## src/rtl/ibat_pkg.sv

```systemverilog
`default_nettype none

package ibat_pkg;

   // Item modes carried on req_tuser.
   localparam logic [1:0] MODE_BIND  = 2'd0;
   localparam logic [1:0] MODE_EVENT = 2'd1;
   localparam logic [1:0] MODE_POLL  = 2'd2;

   // Result status codes carried on rsp_tuser.
   localparam logic [1:0] STATUS_OK       = 2'd0;
   localparam logic [1:0] STATUS_NO_MATCH = 2'd1;
   localparam logic [1:0] STATUS_FULL     = 2'd2;
   localparam logic [1:0] STATUS_BAD_AXIS = 2'd3;

   localparam int REQ_TDATA_W = 104;
   localparam int RSP_TDATA_W = 104;
   localparam int TUSER_W     = 2;
   localparam int AXIS_SEL_W  = 4;

   // Search token that walks the binding chain one cell per cycle.
   typedef struct packed {
      logic                  valid;
      logic                  match;
      logic                  free_found;
      logic [AXIS_SEL_W-1:0] target;
   } ibat_token_type;

   // Command broadcast from the sequencer to every binding cell.
   typedef struct packed {
      logic                  start;
      logic                  commit_match;
      logic                  commit_free;
      logic [31:0]           key;
      logic [AXIS_SEL_W-1:0] target;
   } ibat_bind_cmd_type;

   // Stored stamps of one axis.
   typedef struct packed {
      logic [31:0] payload;
      logic [31:0] release_stamp;
      logic [31:0] press_stamp;
   } ibat_stamp_type;

   // Full visible state of one axis, in result field order from the top bit down.
   typedef struct packed {
      logic [31:0] payload;
      logic [31:0] release_stamp;
      logic [31:0] press_stamp;
      logic        held;
      logic        went_up;
      logic        went_down;
   } ibat_axis_rec_type;

   typedef enum logic [3:0] {
      ST_IDLE    = 4'b0001,
      ST_SEARCH  = 4'b0010,
      ST_FETCH   = 4'b0100,
      ST_RESPOND = 4'b1000
   } ibat_state_type;

endpackage

`default_nettype wire

```

## src/rtl/input_binding_axis_tracker_unit.sv

```systemverilog
`default_nettype none

// Channel   | Direction | tuser           | tdata fields (lowest bit up)
// ----------+-----------+-----------------+---------------------------------------------
// req_      | in        | mode [1:0]      | axis_select, event_code, source_kind,
//           |           |                 | pressed, event_time, event_value, zero pad
// rsp_      | out       | status [1:0]    | axis_index, went_down, went_up, held,
//           |           |                 | pressed_time, released_time, axis_value, pad
//
// One transaction is handled at a time. A bind or a matched event reaches the result register
// after the search token has walked the chain of binding cells one cell per cycle and the
// registered axis memory read has returned. An unmatched event skips the memory read; a new
// poll, an unused mode or a rejected bind goes straight to the result. Reset is synchronous
// and clears all bindings and all axis state.
// A stalled result holds in the output register; the next request is taken meanwhile.

module input_binding_axis_tracker_unit #(
   parameter int AXIS_COUNT = 16,
   parameter int BIND_DEPTH = 32
) (
   input  wire logic                              clock,
   input  wire logic                              reset,
   input  wire logic                              req_tvalid,
   output logic                                   req_tready,
   // axis_select[3:0], event_code[19:4], source_kind[35:20], pressed[36],
   // event_time[68:37], event_value[100:69], zero[103:101]
   input  wire logic [ibat_pkg::REQ_TDATA_W-1:0]  req_tdata,
   // mode[1:0]
   input  wire logic [ibat_pkg::TUSER_W-1:0]      req_tuser,
   output logic                                   rsp_tvalid,
   input  wire logic                              rsp_tready,
   // axis_index[3:0], went_down[4], went_up[5], held[6], pressed_time[38:7],
   // released_time[70:39], axis_value[102:71], zero[103]
   output logic [ibat_pkg::RSP_TDATA_W-1:0]       rsp_tdata,
   // status[1:0]
   output logic [ibat_pkg::TUSER_W-1:0]           rsp_tuser
);

   localparam int AXW = $clog2(AXIS_COUNT);
   localparam logic [8:0] AXIS_LIMIT = 9'(AXIS_COUNT);
   localparam int SW = ibat_pkg::AXIS_SEL_W;

   ibat_pkg::ibat_state_type state_ff, state_in;

   // Captured request transaction.
   logic [1:0]    mode_ff;
   logic [SW-1:0] sel_ff;
   logic [31:0]   key_ff;
   logic          pressed_ff;
   logic [31:0]   time_ff;
   logic [31:0]   value_ff;

   logic          launch_ff, launch_in;
   logic [1:0]    status_ff, status_in;
   logic [SW-1:0] ax_ff, ax_in;
   logic          use_axis_ff, use_axis_in;

   logic                           rsp_tvalid_ff, rsp_tvalid_in;
   logic [ibat_pkg::RSP_TDATA_W-1:0] rsp_tdata_ff, rsp_tdata_in;
   logic [ibat_pkg::TUSER_W-1:0]   rsp_tuser_ff, rsp_tuser_in;

   logic                       accept;
   logic                       rsp_free;
   logic                       sel_ok;
   logic                       poll_clear;
   logic                       store_wr;
   logic [SW+AXW-1:0]          ax_ext;
   logic [AXW-1:0]             ax_idx;
   ibat_pkg::ibat_axis_rec_type rd_rec;
   ibat_pkg::ibat_axis_rec_type upd_rec;
   ibat_pkg::ibat_axis_rec_type out_rec;
   ibat_pkg::ibat_bind_cmd_type cmd;
   ibat_pkg::ibat_token_type    tok [0:BIND_DEPTH];

   assign req_tready = (state_ff == ibat_pkg::ST_IDLE);
   assign accept     = req_tvalid && req_tready;
   assign rsp_free   = !rsp_tvalid_ff || rsp_tready;
   assign sel_ok     = {5'd0, req_tdata[3:0]} < AXIS_LIMIT;
   assign poll_clear = accept && (req_tuser == ibat_pkg::MODE_POLL);

   // Axis numbers are 4 bits wide; widen before taking the memory index so that
   // any axis count works.
   assign ax_ext = {{AXW{1'b0}}, ax_ff};
   assign ax_idx = ax_ext[AXW-1:0];

   // The token enters the first cell the cycle after acceptance, once the key is
   // registered; the same cycle clears the cells' marks from the last search.
   assign tok[0] = '{valid: launch_ff, match: 1'b0, free_found: 1'b0, target: '0};

   for (genvar i = 0; i < BIND_DEPTH; i++) begin : g_cell
      ibat_bind_cell u_cell (
         .clock   (clock),
         .reset   (reset),
         .cmd     (cmd),
         .tok_in  (tok[i]),
         .tok_out (tok[i+1])
      );
   end

   ibat_axis_store #(.AXIS_COUNT(AXIS_COUNT)) u_store (
      .clock      (clock),
      .reset      (reset),
      .rd_addr    (ax_idx),
      .rd_rec     (rd_rec),
      .wr_en      (store_wr),
      .wr_addr    (ax_idx),
      .wr_rec     (upd_rec),
      .poll_clear (poll_clear)
   );

   // Event update of the axis that was read: a press only latches the press
   // stamp when the axis was not already held, a release always does.
   always_comb begin
      upd_rec         = rd_rec;
      upd_rec.payload = value_ff;
      if (pressed_ff) begin
         if (!rd_rec.held) begin
            upd_rec.went_down   = 1'b1;
            upd_rec.held        = 1'b1;
            upd_rec.press_stamp = time_ff;
         end
      end else begin
         upd_rec.went_up       = 1'b1;
         upd_rec.held          = 1'b0;
         upd_rec.release_stamp = time_ff;
      end
   end

   always_comb begin
      state_in      = state_ff;
      launch_in     = 1'b0;
      status_in     = status_ff;
      ax_in         = ax_ff;
      use_axis_in   = use_axis_ff;
      rsp_tvalid_in = rsp_tvalid_ff && !rsp_tready;
      rsp_tdata_in  = rsp_tdata_ff;
      rsp_tuser_in  = rsp_tuser_ff;
      store_wr      = 1'b0;
      out_rec       = '0;
      cmd.start        = launch_ff;
      cmd.commit_match = 1'b0;
      cmd.commit_free  = 1'b0;
      cmd.key          = key_ff;
      cmd.target       = sel_ff;

      unique case (state_ff)
         ibat_pkg::ST_IDLE: begin
            if (accept) begin
               ax_in       = '0;
               status_in   = ibat_pkg::STATUS_OK;
               use_axis_in = 1'b0;
               state_in    = ibat_pkg::ST_RESPOND;
               if (req_tuser == ibat_pkg::MODE_BIND) begin
                  if (sel_ok) begin
                     launch_in = 1'b1;
                     state_in  = ibat_pkg::ST_SEARCH;
                  end else begin
                     status_in = ibat_pkg::STATUS_BAD_AXIS;
                     ax_in     = req_tdata[3:0];
                  end
               end else if (req_tuser == ibat_pkg::MODE_EVENT) begin
                  launch_in = 1'b1;
                  state_in  = ibat_pkg::ST_SEARCH;
               end
            end
         end

         ibat_pkg::ST_SEARCH: begin
            // The token has left the last cell: the whole table has been seen.
            if (tok[BIND_DEPTH].valid) begin
               if (mode_ff == ibat_pkg::MODE_BIND) begin
                  ax_in       = sel_ff;
                  use_axis_in = 1'b1;
                  state_in    = ibat_pkg::ST_FETCH;
                  if (tok[BIND_DEPTH].match) begin
                     cmd.commit_match = 1'b1;
                     status_in        = ibat_pkg::STATUS_OK;
                  end else if (tok[BIND_DEPTH].free_found) begin
                     cmd.commit_free = 1'b1;
                     status_in       = ibat_pkg::STATUS_OK;
                  end else begin
                     status_in = ibat_pkg::STATUS_FULL;
                  end
               end else if (tok[BIND_DEPTH].match) begin
                  ax_in       = tok[BIND_DEPTH].target;
                  status_in   = ibat_pkg::STATUS_OK;
                  use_axis_in = 1'b1;
                  state_in    = ibat_pkg::ST_FETCH;
               end else begin
                  ax_in       = '0;
                  status_in   = ibat_pkg::STATUS_NO_MATCH;
                  use_axis_in = 1'b0;
                  state_in    = ibat_pkg::ST_RESPOND;
               end
            end
         end

         ibat_pkg::ST_FETCH: begin
            // The axis address is stable now; its registered read lands next cycle.
            state_in = ibat_pkg::ST_RESPOND;
         end

         ibat_pkg::ST_RESPOND: begin
            if (rsp_free) begin
               if (use_axis_ff) begin
                  if (mode_ff == ibat_pkg::MODE_EVENT) begin
                     out_rec  = upd_rec;
                     store_wr = 1'b1;
                  end else begin
                     out_rec = rd_rec;
                  end
               end
               rsp_tvalid_in = 1'b1;
               rsp_tdata_in  = {1'b0, out_rec, ax_ff};
               rsp_tuser_in  = status_ff;
               state_in      = ibat_pkg::ST_IDLE;
            end
         end

         default: begin
            state_in = ibat_pkg::ST_IDLE;
         end
      endcase
   end

   always_ff @(posedge clock) begin
      if (reset) begin
         state_ff      <= ibat_pkg::ST_IDLE;
         launch_ff     <= 1'b0;
         rsp_tvalid_ff <= 1'b0;
         status_ff     <= ibat_pkg::STATUS_OK;
         ax_ff         <= '0;
         use_axis_ff   <= 1'b0;
      end else begin
         state_ff      <= state_in;
         launch_ff     <= launch_in;
         rsp_tvalid_ff <= rsp_tvalid_in;
         status_ff     <= status_in;
         ax_ff         <= ax_in;
         use_axis_ff   <= use_axis_in;
      end
   end

   always_ff @(posedge clock) begin
      if (accept) begin
         mode_ff    <= req_tuser;
         sel_ff     <= req_tdata[3:0];
         key_ff     <= req_tdata[35:4];
         pressed_ff <= req_tdata[36];
         time_ff    <= req_tdata[68:37];
         value_ff   <= req_tdata[100:69];
      end
      rsp_tdata_ff <= rsp_tdata_in;
      rsp_tuser_ff <= rsp_tuser_in;
   end

   assign rsp_tvalid = rsp_tvalid_ff;
   assign rsp_tdata  = rsp_tdata_ff;
   assign rsp_tuser  = rsp_tuser_ff;

endmodule

`default_nettype wire

```

## src/rtl/ibat_bind_cell.sv

```systemverilog
`default_nettype none

module ibat_bind_cell (
   input  wire logic                       clock,
   input  wire logic                       reset,
   input  wire ibat_pkg::ibat_bind_cmd_type cmd,
   input  wire ibat_pkg::ibat_token_type   tok_in,
   output ibat_pkg::ibat_token_type        tok_out
);

   logic                      valid_ff;
   logic [31:0]               key_ff;
   logic [ibat_pkg::AXIS_SEL_W-1:0] target_ff;
   logic                      match_mark_ff;
   logic                      free_mark_ff;
   ibat_pkg::ibat_token_type  tok_ff;
   ibat_pkg::ibat_token_type  tok_in_next;
   logic                      hit;
   logic                      free_here;

   // The first valid entry with the key claims the token; the first empty entry
   // marks itself as the place for a new binding.
   always_comb begin
      hit         = tok_in.valid && !tok_in.match && valid_ff && (key_ff == cmd.key);
      free_here   = tok_in.valid && !tok_in.free_found && !valid_ff;
      tok_in_next = tok_in;
      tok_in_next.match      = tok_in.match | hit;
      tok_in_next.free_found = tok_in.free_found | free_here;
      if (hit) begin
         tok_in_next.target = target_ff;
      end
   end

   always_ff @(posedge clock) begin
      if (reset) begin
         valid_ff      <= 1'b0;
         match_mark_ff <= 1'b0;
         free_mark_ff  <= 1'b0;
         tok_ff        <= '0;
      end else begin
         tok_ff <= tok_in_next;
         if (cmd.start) begin
            match_mark_ff <= 1'b0;
            free_mark_ff  <= 1'b0;
         end
         if (hit) begin
            match_mark_ff <= 1'b1;
         end
         if (free_here) begin
            free_mark_ff <= 1'b1;
         end
         if (cmd.commit_free && free_mark_ff) begin
            valid_ff <= 1'b1;
         end
      end
   end

   always_ff @(posedge clock) begin
      if ((cmd.commit_match && match_mark_ff) || (cmd.commit_free && free_mark_ff)) begin
         target_ff <= cmd.target;
      end
      if (cmd.commit_free && free_mark_ff) begin
         key_ff <= cmd.key;
      end
   end

   assign tok_out = tok_ff;

endmodule

`default_nettype wire

```

## src/rtl/ibat_axis_store.sv

```systemverilog
`default_nettype none

module ibat_axis_store #(
   parameter  int AXIS_COUNT = 16,
   localparam int AXW        = $clog2(AXIS_COUNT)
) (
   input  wire logic                        clock,
   input  wire logic                        reset,
   input  wire logic [AXW-1:0]              rd_addr,
   output ibat_pkg::ibat_axis_rec_type      rd_rec,
   input  wire logic                        wr_en,
   input  wire logic [AXW-1:0]              wr_addr,
   input  wire ibat_pkg::ibat_axis_rec_type wr_rec,
   input  wire logic                        poll_clear
);

   ibat_pkg::ibat_stamp_type mem_ff [AXIS_COUNT];
   ibat_pkg::ibat_stamp_type rd_stamp_ff;
   logic [AXIS_COUNT-1:0]    written_ff;
   logic [AXIS_COUNT-1:0]    held_ff;
   logic [AXIS_COUNT-1:0]    went_down_ff;
   logic [AXIS_COUNT-1:0]    went_up_ff;
   logic                     rd_written_ff;
   logic                     rd_held_ff;
   logic                     rd_went_down_ff;
   logic                     rd_went_up_ff;

   always_ff @(posedge clock) begin
      if (wr_en) begin
         mem_ff[wr_addr] <= '{payload:       wr_rec.payload,
                              release_stamp: wr_rec.release_stamp,
                              press_stamp:   wr_rec.press_stamp};
      end
      rd_stamp_ff <= mem_ff[rd_addr];
   end

   always_ff @(posedge clock) begin
      if (reset) begin
         written_ff      <= '0;
         held_ff         <= '0;
         went_down_ff    <= '0;
         went_up_ff      <= '0;
         rd_written_ff   <= 1'b0;
         rd_held_ff      <= 1'b0;
         rd_went_down_ff <= 1'b0;
         rd_went_up_ff   <= 1'b0;
      end else begin
         if (poll_clear) begin
            went_down_ff <= '0;
            went_up_ff   <= '0;
         end
         if (wr_en) begin
            written_ff[wr_addr]   <= 1'b1;
            held_ff[wr_addr]      <= wr_rec.held;
            went_down_ff[wr_addr] <= wr_rec.went_down;
            went_up_ff[wr_addr]   <= wr_rec.went_up;
         end
         rd_written_ff   <= written_ff[rd_addr];
         rd_held_ff      <= held_ff[rd_addr];
         rd_went_down_ff <= went_down_ff[rd_addr];
         rd_went_up_ff   <= went_up_ff[rd_addr];
      end
   end

   // An axis never written since reset reads as all zero stamps.
   always_comb begin
      rd_rec.went_down     = rd_went_down_ff;
      rd_rec.went_up       = rd_went_up_ff;
      rd_rec.held          = rd_held_ff;
      rd_rec.press_stamp   = rd_written_ff ? rd_stamp_ff.press_stamp : 32'd0;
      rd_rec.release_stamp = rd_written_ff ? rd_stamp_ff.release_stamp : 32'd0;
      rd_rec.payload       = rd_written_ff ? rd_stamp_ff.payload : 32'd0;
   end

endmodule

`default_nettype wire

```

## config.mk

```make
export PLATFORM = sky130hd
export DESIGN_NAME = input_binding_axis_tracker_unit
export DESIGN_NICKNAME = d
export VERILOG_FILES = /design/src/rtl/ibat_pkg.sv /design/src/rtl/input_binding_axis_tracker_unit.sv /design/src/rtl/ibat_bind_cell.sv /design/src/rtl/ibat_axis_store.sv
export SDC_FILE = /design/constraint.sdc
export NUM_CORES = 2
export LEC_CHECK = 0
export ABC_AREA = 1
export BUFFER_PORTS_ARGS = -buffer_cell sky130_fd_sc_hd__buf_2
export CAP_MARGIN = 20
export CORE_UTILIZATION = 55
export CTS_BUF_LIST = sky130_fd_sc_hd__clkbuf_4 sky130_fd_sc_hd__clkbuf_8
export CTS_CLUSTER_DIAMETER = 50
export DETAILED_ROUTE_END_ITERATION = 10
export PLACE_DENSITY = 0.75
export SETUP_SLACK_MARGIN = 0.02
export SLEW_MARGIN = 20
export SYNTH_ARGS = -nofsm -noshare
export SYNTH_HDL_FRONTEND = slang
export SYNTH_SLANG_ARGS = --single-unit
```

## constraint.sdc

```tcl
create_clock -name clock -period 12.9 [get_ports clock]
set_input_delay 0 -clock clock [delete_from_list [all_inputs] [get_ports clock]]
set_output_delay 0 -clock clock [all_outputs]
set_load 0.01 [all_outputs]
```

==> results list <==
- In the final layout, the share of cells above drive strength 1 is 0.114.
- Final wirelength: about 400,000 um
- The tool flagged a number of max-cap violations equal to 0.
* Ports placed on the boundary: 218
- The first detailed-routing pass ran for 8 iterations.
- H-tree depth: 6
* Maximum fanout encountered on the critical timing path: 55
- Reg-to-reg critical path endpoint: u_store.mem_ff[6][17]$_DFFE_PP_
- Final Net Count: about 14,000
- Via count: between 90,000 and 100k
- At the end of routability-driven placement, the weighted congestion stood at 0.884.
- Summed over all layers, the global routing overflow is 0.
- After layout, the design draws a total of 23,200 uW.
- Antenna violations before repair: 12
- Max-slew violation total from the final report: 0
* Number of clock sinks: roughly 3,400
- Hold Path Depth: 3
- Number of instances in the synthesized netlist: 12,800
* WHS Endpoint: value_ff[11]$_DFFE_PP_
- Gates resized during post-CTS repair numbered 0.
- A synthesized cell averages approximately 11 um^2.
- Counting flops with a built-in enable in the synthesized netlist gives between 2,000 and 3,000.
- Classification of the worst setup path: flip-flop to flip-flop
* Floorplan core area: 252,000 um^2
- The flow ran to the end, and the final reports show no timing, DRC or antenna violations.
- Count of synthesis-stage warnings from yosys: 0
* Area Growth Syn to Fin: 13.4%
* Flip-flop cell with the highest count after synthesis: sky130_fd_sc_hd__edfxtp_1
- Setup slack at placement: 8.16 ns
* Initial detailed-routing violation count: 12,900
* Transition time at the pin with the least slew margin: 1.22 ns
* Static leakage: 0.0599 uW
- Worst reg-to-reg setup slack: 8.11 ns
- The clock passes through at most 4 buffers.
* Number of post-CTS setup repair buffers: 0
* Post-synthesis cell type count: between 40 and 50
- Clock tree from TritonCTS: done
* Portion of the post-synthesis area used by sequential elements: 0.692
* Setup violation total in the final timing report: 0
* Share of the clock period used by the worst path after layout: 0.372
- Clock-pin slew was measured on the worst setup and hold paths at about 0.06 ns.
* Origin of the critical flop-to-flop path: mode_ff[1]$_DFFE_PP_
* Clock Latency Late Sink: 1.18 ns
- Row Count: ~180
- The number of global-route vias before repair came to about 95,000.
* Clock Tree Root: sky130_fd_sc_hd__clkbuf_8
- For the worst setup path, the data arrival time is between 5 and 6 ns.
* Minimum clock period: between 4 and 5 ns
* Largest vdd supply drop: 0.135 mV
- STA classifies the critical path startpoint as a flip-flop.
- Area used by multi-input combinational logic: between 30,000 and 40,000 um^2
- Synth Net Count: ~13,000
- Reg2Reg Depth: 8
* Worst Slack Setup Final: 8.11 ns
- Fill cells in the final layout number 18,700.
- Input and output buffers added on the ports amount to 213.
* All-Layer GR Usage: 0.307
- The startpoint identified for the worst hold timing path is req_tdata[80].
- After legalization and detailed placement, the total HPWL measured about 210,000 um.
* Total CTS buffers: 555
- Share of flip-flops with an asynchronous set or reset: 0
- The most critical setup path has its startpoint at mode_ff[1]$_DFFE_PP_.
* HP Class: primary input to flip-flop
* Post-Synthesis Cell Area: 140,000 um^2
- Worst Clk Skew: 0.155 ns
- Power Dens Cells: 146 nW/um^2
- Counting flops and latches in the post-synthesis netlist gives around 3,400.
* Die Span Y: between 500 and 600 um
- Once layout is done, the placed cells without fillers occupy around 160,000 um^2.
- Max_slew headroom: 0.186
* Die Span X: just over 500 um
- Fmax achieved: ~0.21 GHz
* FF/Latch Area: 96,900 um^2
- First-pass GRT wire length: 587,000 um
- The count of nets left with antenna violations once routing finished came out at 0.
* Endpoint required time on the critical path: 13.59 ns
- Entering global routing, the biggest net connects 182 pins.
- The die covers ~260,000 um^2.
* Via-to-Cell Ratio: 5.74
- Final routed DRC violation total: 0
* Average wire per cell in the routed design: between 20 and 25 um
- After routing, the total negative slack on setup checks comes to 0 ns.
- Total cell area at the placement stage: 145,000 um^2
- The initial utilization of the core area, before any placement, comes to 0.555.
- Capturing element type of the critical path: flip-flop
- Setup repair after global routing left no endpoint under its margin.
- Final hold violation count: 0
through the flow:
step           utilization  hold WS (ns)  instances
6_report             0.630        0.0897      17300
5_1_grt              0.630        0.0672      17300
4_1_cts              0.629      0.000876      17300
3_5_place_dp         0.575         0.178      16100
3_3_place_gp         0.575         0.177      16100
2_1_floorplan            -        0.0989      12800
cell families (layout without fill, tap and decap cells):
kind of cell | Yosys count | count (layout) | synth area share
other | 1 | 14 | 0.0000268
flip-flops | 3393 | 3393 | 0.692
AO/OA/AOI/OAI | 1298 | 1298 | 0.0624
XOR/XNOR | 347 | 347 | 0.0217
buffers and inverters | 1611 | 2747 | 0.0462
AND/OR/NAND/NOR | 6172 | 6172 | 0.177
layout make-up:
| cell class | instances | share of cell area |
|---|---|---|
| tap | 3348 | 0.0264 |
| timing repair buffer | 671 | 0.0331 |
| clock inverter | 173 | 0.00804 |
| inverter | 1076 | 0.0257 |
| multi-input combinational | 7818 | 0.232 |
| sequential | 3393 | 0.611 |
| antenna | 13 | 0.000205 |
| clock buffer | 827 | 0.0635 |
flip-flops by register name, indices dropped and copies added, names as in the netlist, 16 cells and up:
register	cells
u_store.mem_ff	1536
g_cell.u_cell.key_ff	1024
g_cell.u_cell.tok_out	224
g_cell.u_cell.target_ff	128
rsp_tdata	103
u_store.rd_stamp_ff	96
g_cell.u_cell.free_mark_ff	32
g_cell.u_cell.match_mark_ff	32
g_cell.u_cell.valid_ff	32
key_ff	32
time_ff	32
value_ff	32
u_store.held_ff	16
u_store.went_down_ff	16
u_store.went_up_ff	16
u_store.written_ff	16
worst max-delay path by stage:
stage | end | slack [ns]
after global placement | u_store.mem_ff[6][8]$_DFFE_PP_ | 8.20
after global routing | u_store.mem_ff[6][17]$_DFFE_PP_ | 8.00
after CTS | u_store.mem_ff[6][20]$_DFFE_PP_ | 8.14
final | u_store.mem_ff[6][17]$_DFFE_PP_ | 8.11
after floorplan | u_store.went_up_ff[14]$_SDFF_PP0_ | 6.66
after detailed placement | u_store.mem_ff[6][8]$_DFFE_PP_ | 8.16
cell usage after synthesis (124+ instances only):
master	n	area (um^2)
sky130_fd_sc_hd__a21oi_1	264	1320
sky130_fd_sc_hd__a22oi_1	790	5930
sky130_fd_sc_hd__buf_2	210	1050
sky130_fd_sc_hd__clkbuf_1	250	938
sky130_fd_sc_hd__dfxtp_1	497	9950
sky130_fd_sc_hd__edfxtp_1	2896	87000
sky130_fd_sc_hd__inv_1	1048	3930
sky130_fd_sc_hd__nand2_1	3924	14700
sky130_fd_sc_hd__nand3_1	460	2300
sky130_fd_sc_hd__nand4_1	124	776
sky130_fd_sc_hd__nor2_1	1444	5420
sky130_fd_sc_hd__o21ai_0	147	736
sky130_fd_sc_hd__xnor2_1	193	1690
sky130_fd_sc_hd__xor2_1	154	1350
layout by cell type, fill, tap and decap left out, types with 92 or more instances in the layout:
cell type	count
sky130_fd_sc_hd__a21oi_1	256
sky130_fd_sc_hd__a22oi_1	790
sky130_fd_sc_hd__buf_2	212
sky130_fd_sc_hd__buf_4	216
sky130_fd_sc_hd__clkbuf_4	208
sky130_fd_sc_hd__clkbuf_8	619
sky130_fd_sc_hd__dfxtp_1	496
sky130_fd_sc_hd__dlygate4sd3_1	229
sky130_fd_sc_hd__edfxtp_1	2896
sky130_fd_sc_hd__inv_1	1036
sky130_fd_sc_hd__nand2_1	3923
sky130_fd_sc_hd__nand3_1	459
sky130_fd_sc_hd__nand4_1	124
sky130_fd_sc_hd__nor2_1	1391
sky130_fd_sc_hd__nor2_2	92
sky130_fd_sc_hd__o21ai_0	146
sky130_fd_sc_hd__xnor2_1	193
sky130_fd_sc_hd__xor2_1	154
metal layers:
layer / vias up / part of all wire / GRT usage
met1: 47200 / 0.37 / 0.400
li1: 44900 / - / -
met4: 4 / 0.055 / 0.162
met2: 6170 / 0.46 / 0.490
met3: 1207 / 0.11 / 0.0584
met5: - / 0.000080 / 0
critical path, cell delays in order (launching register included):
cell and delay, ns:
sky130_fd_sc_hd__edfxtp_1 0.44, sky130_fd_sc_hd__nor2_4 0.12, sky130_fd_sc_hd__buf_4 0.46, sky130_fd_sc_hd__nand2_1 0.18
sky130_fd_sc_hd__nor2_4 0.57, sky130_fd_sc_hd__nand2_1 0.40, sky130_fd_sc_hd__nor2_4 0.55, sky130_fd_sc_hd__buf_4 0.93
sky130_fd_sc_hd__buf_4 0.65
where the power goes:
part	internal, uW	total (uW)	switching, uW
registers	12100	12200	101
logic	350	1470	1120
clock network	5260	9590	4330
timing repair:
| item | CTS | global route |
|---|---|---|
| setup endpoints to repair | 0 | 0 |
| hold buffers | 230 | 0 |
| hold endpoints to repair | 514 | 0 |
Note: power is estimated with default switching activity, not from simulation.
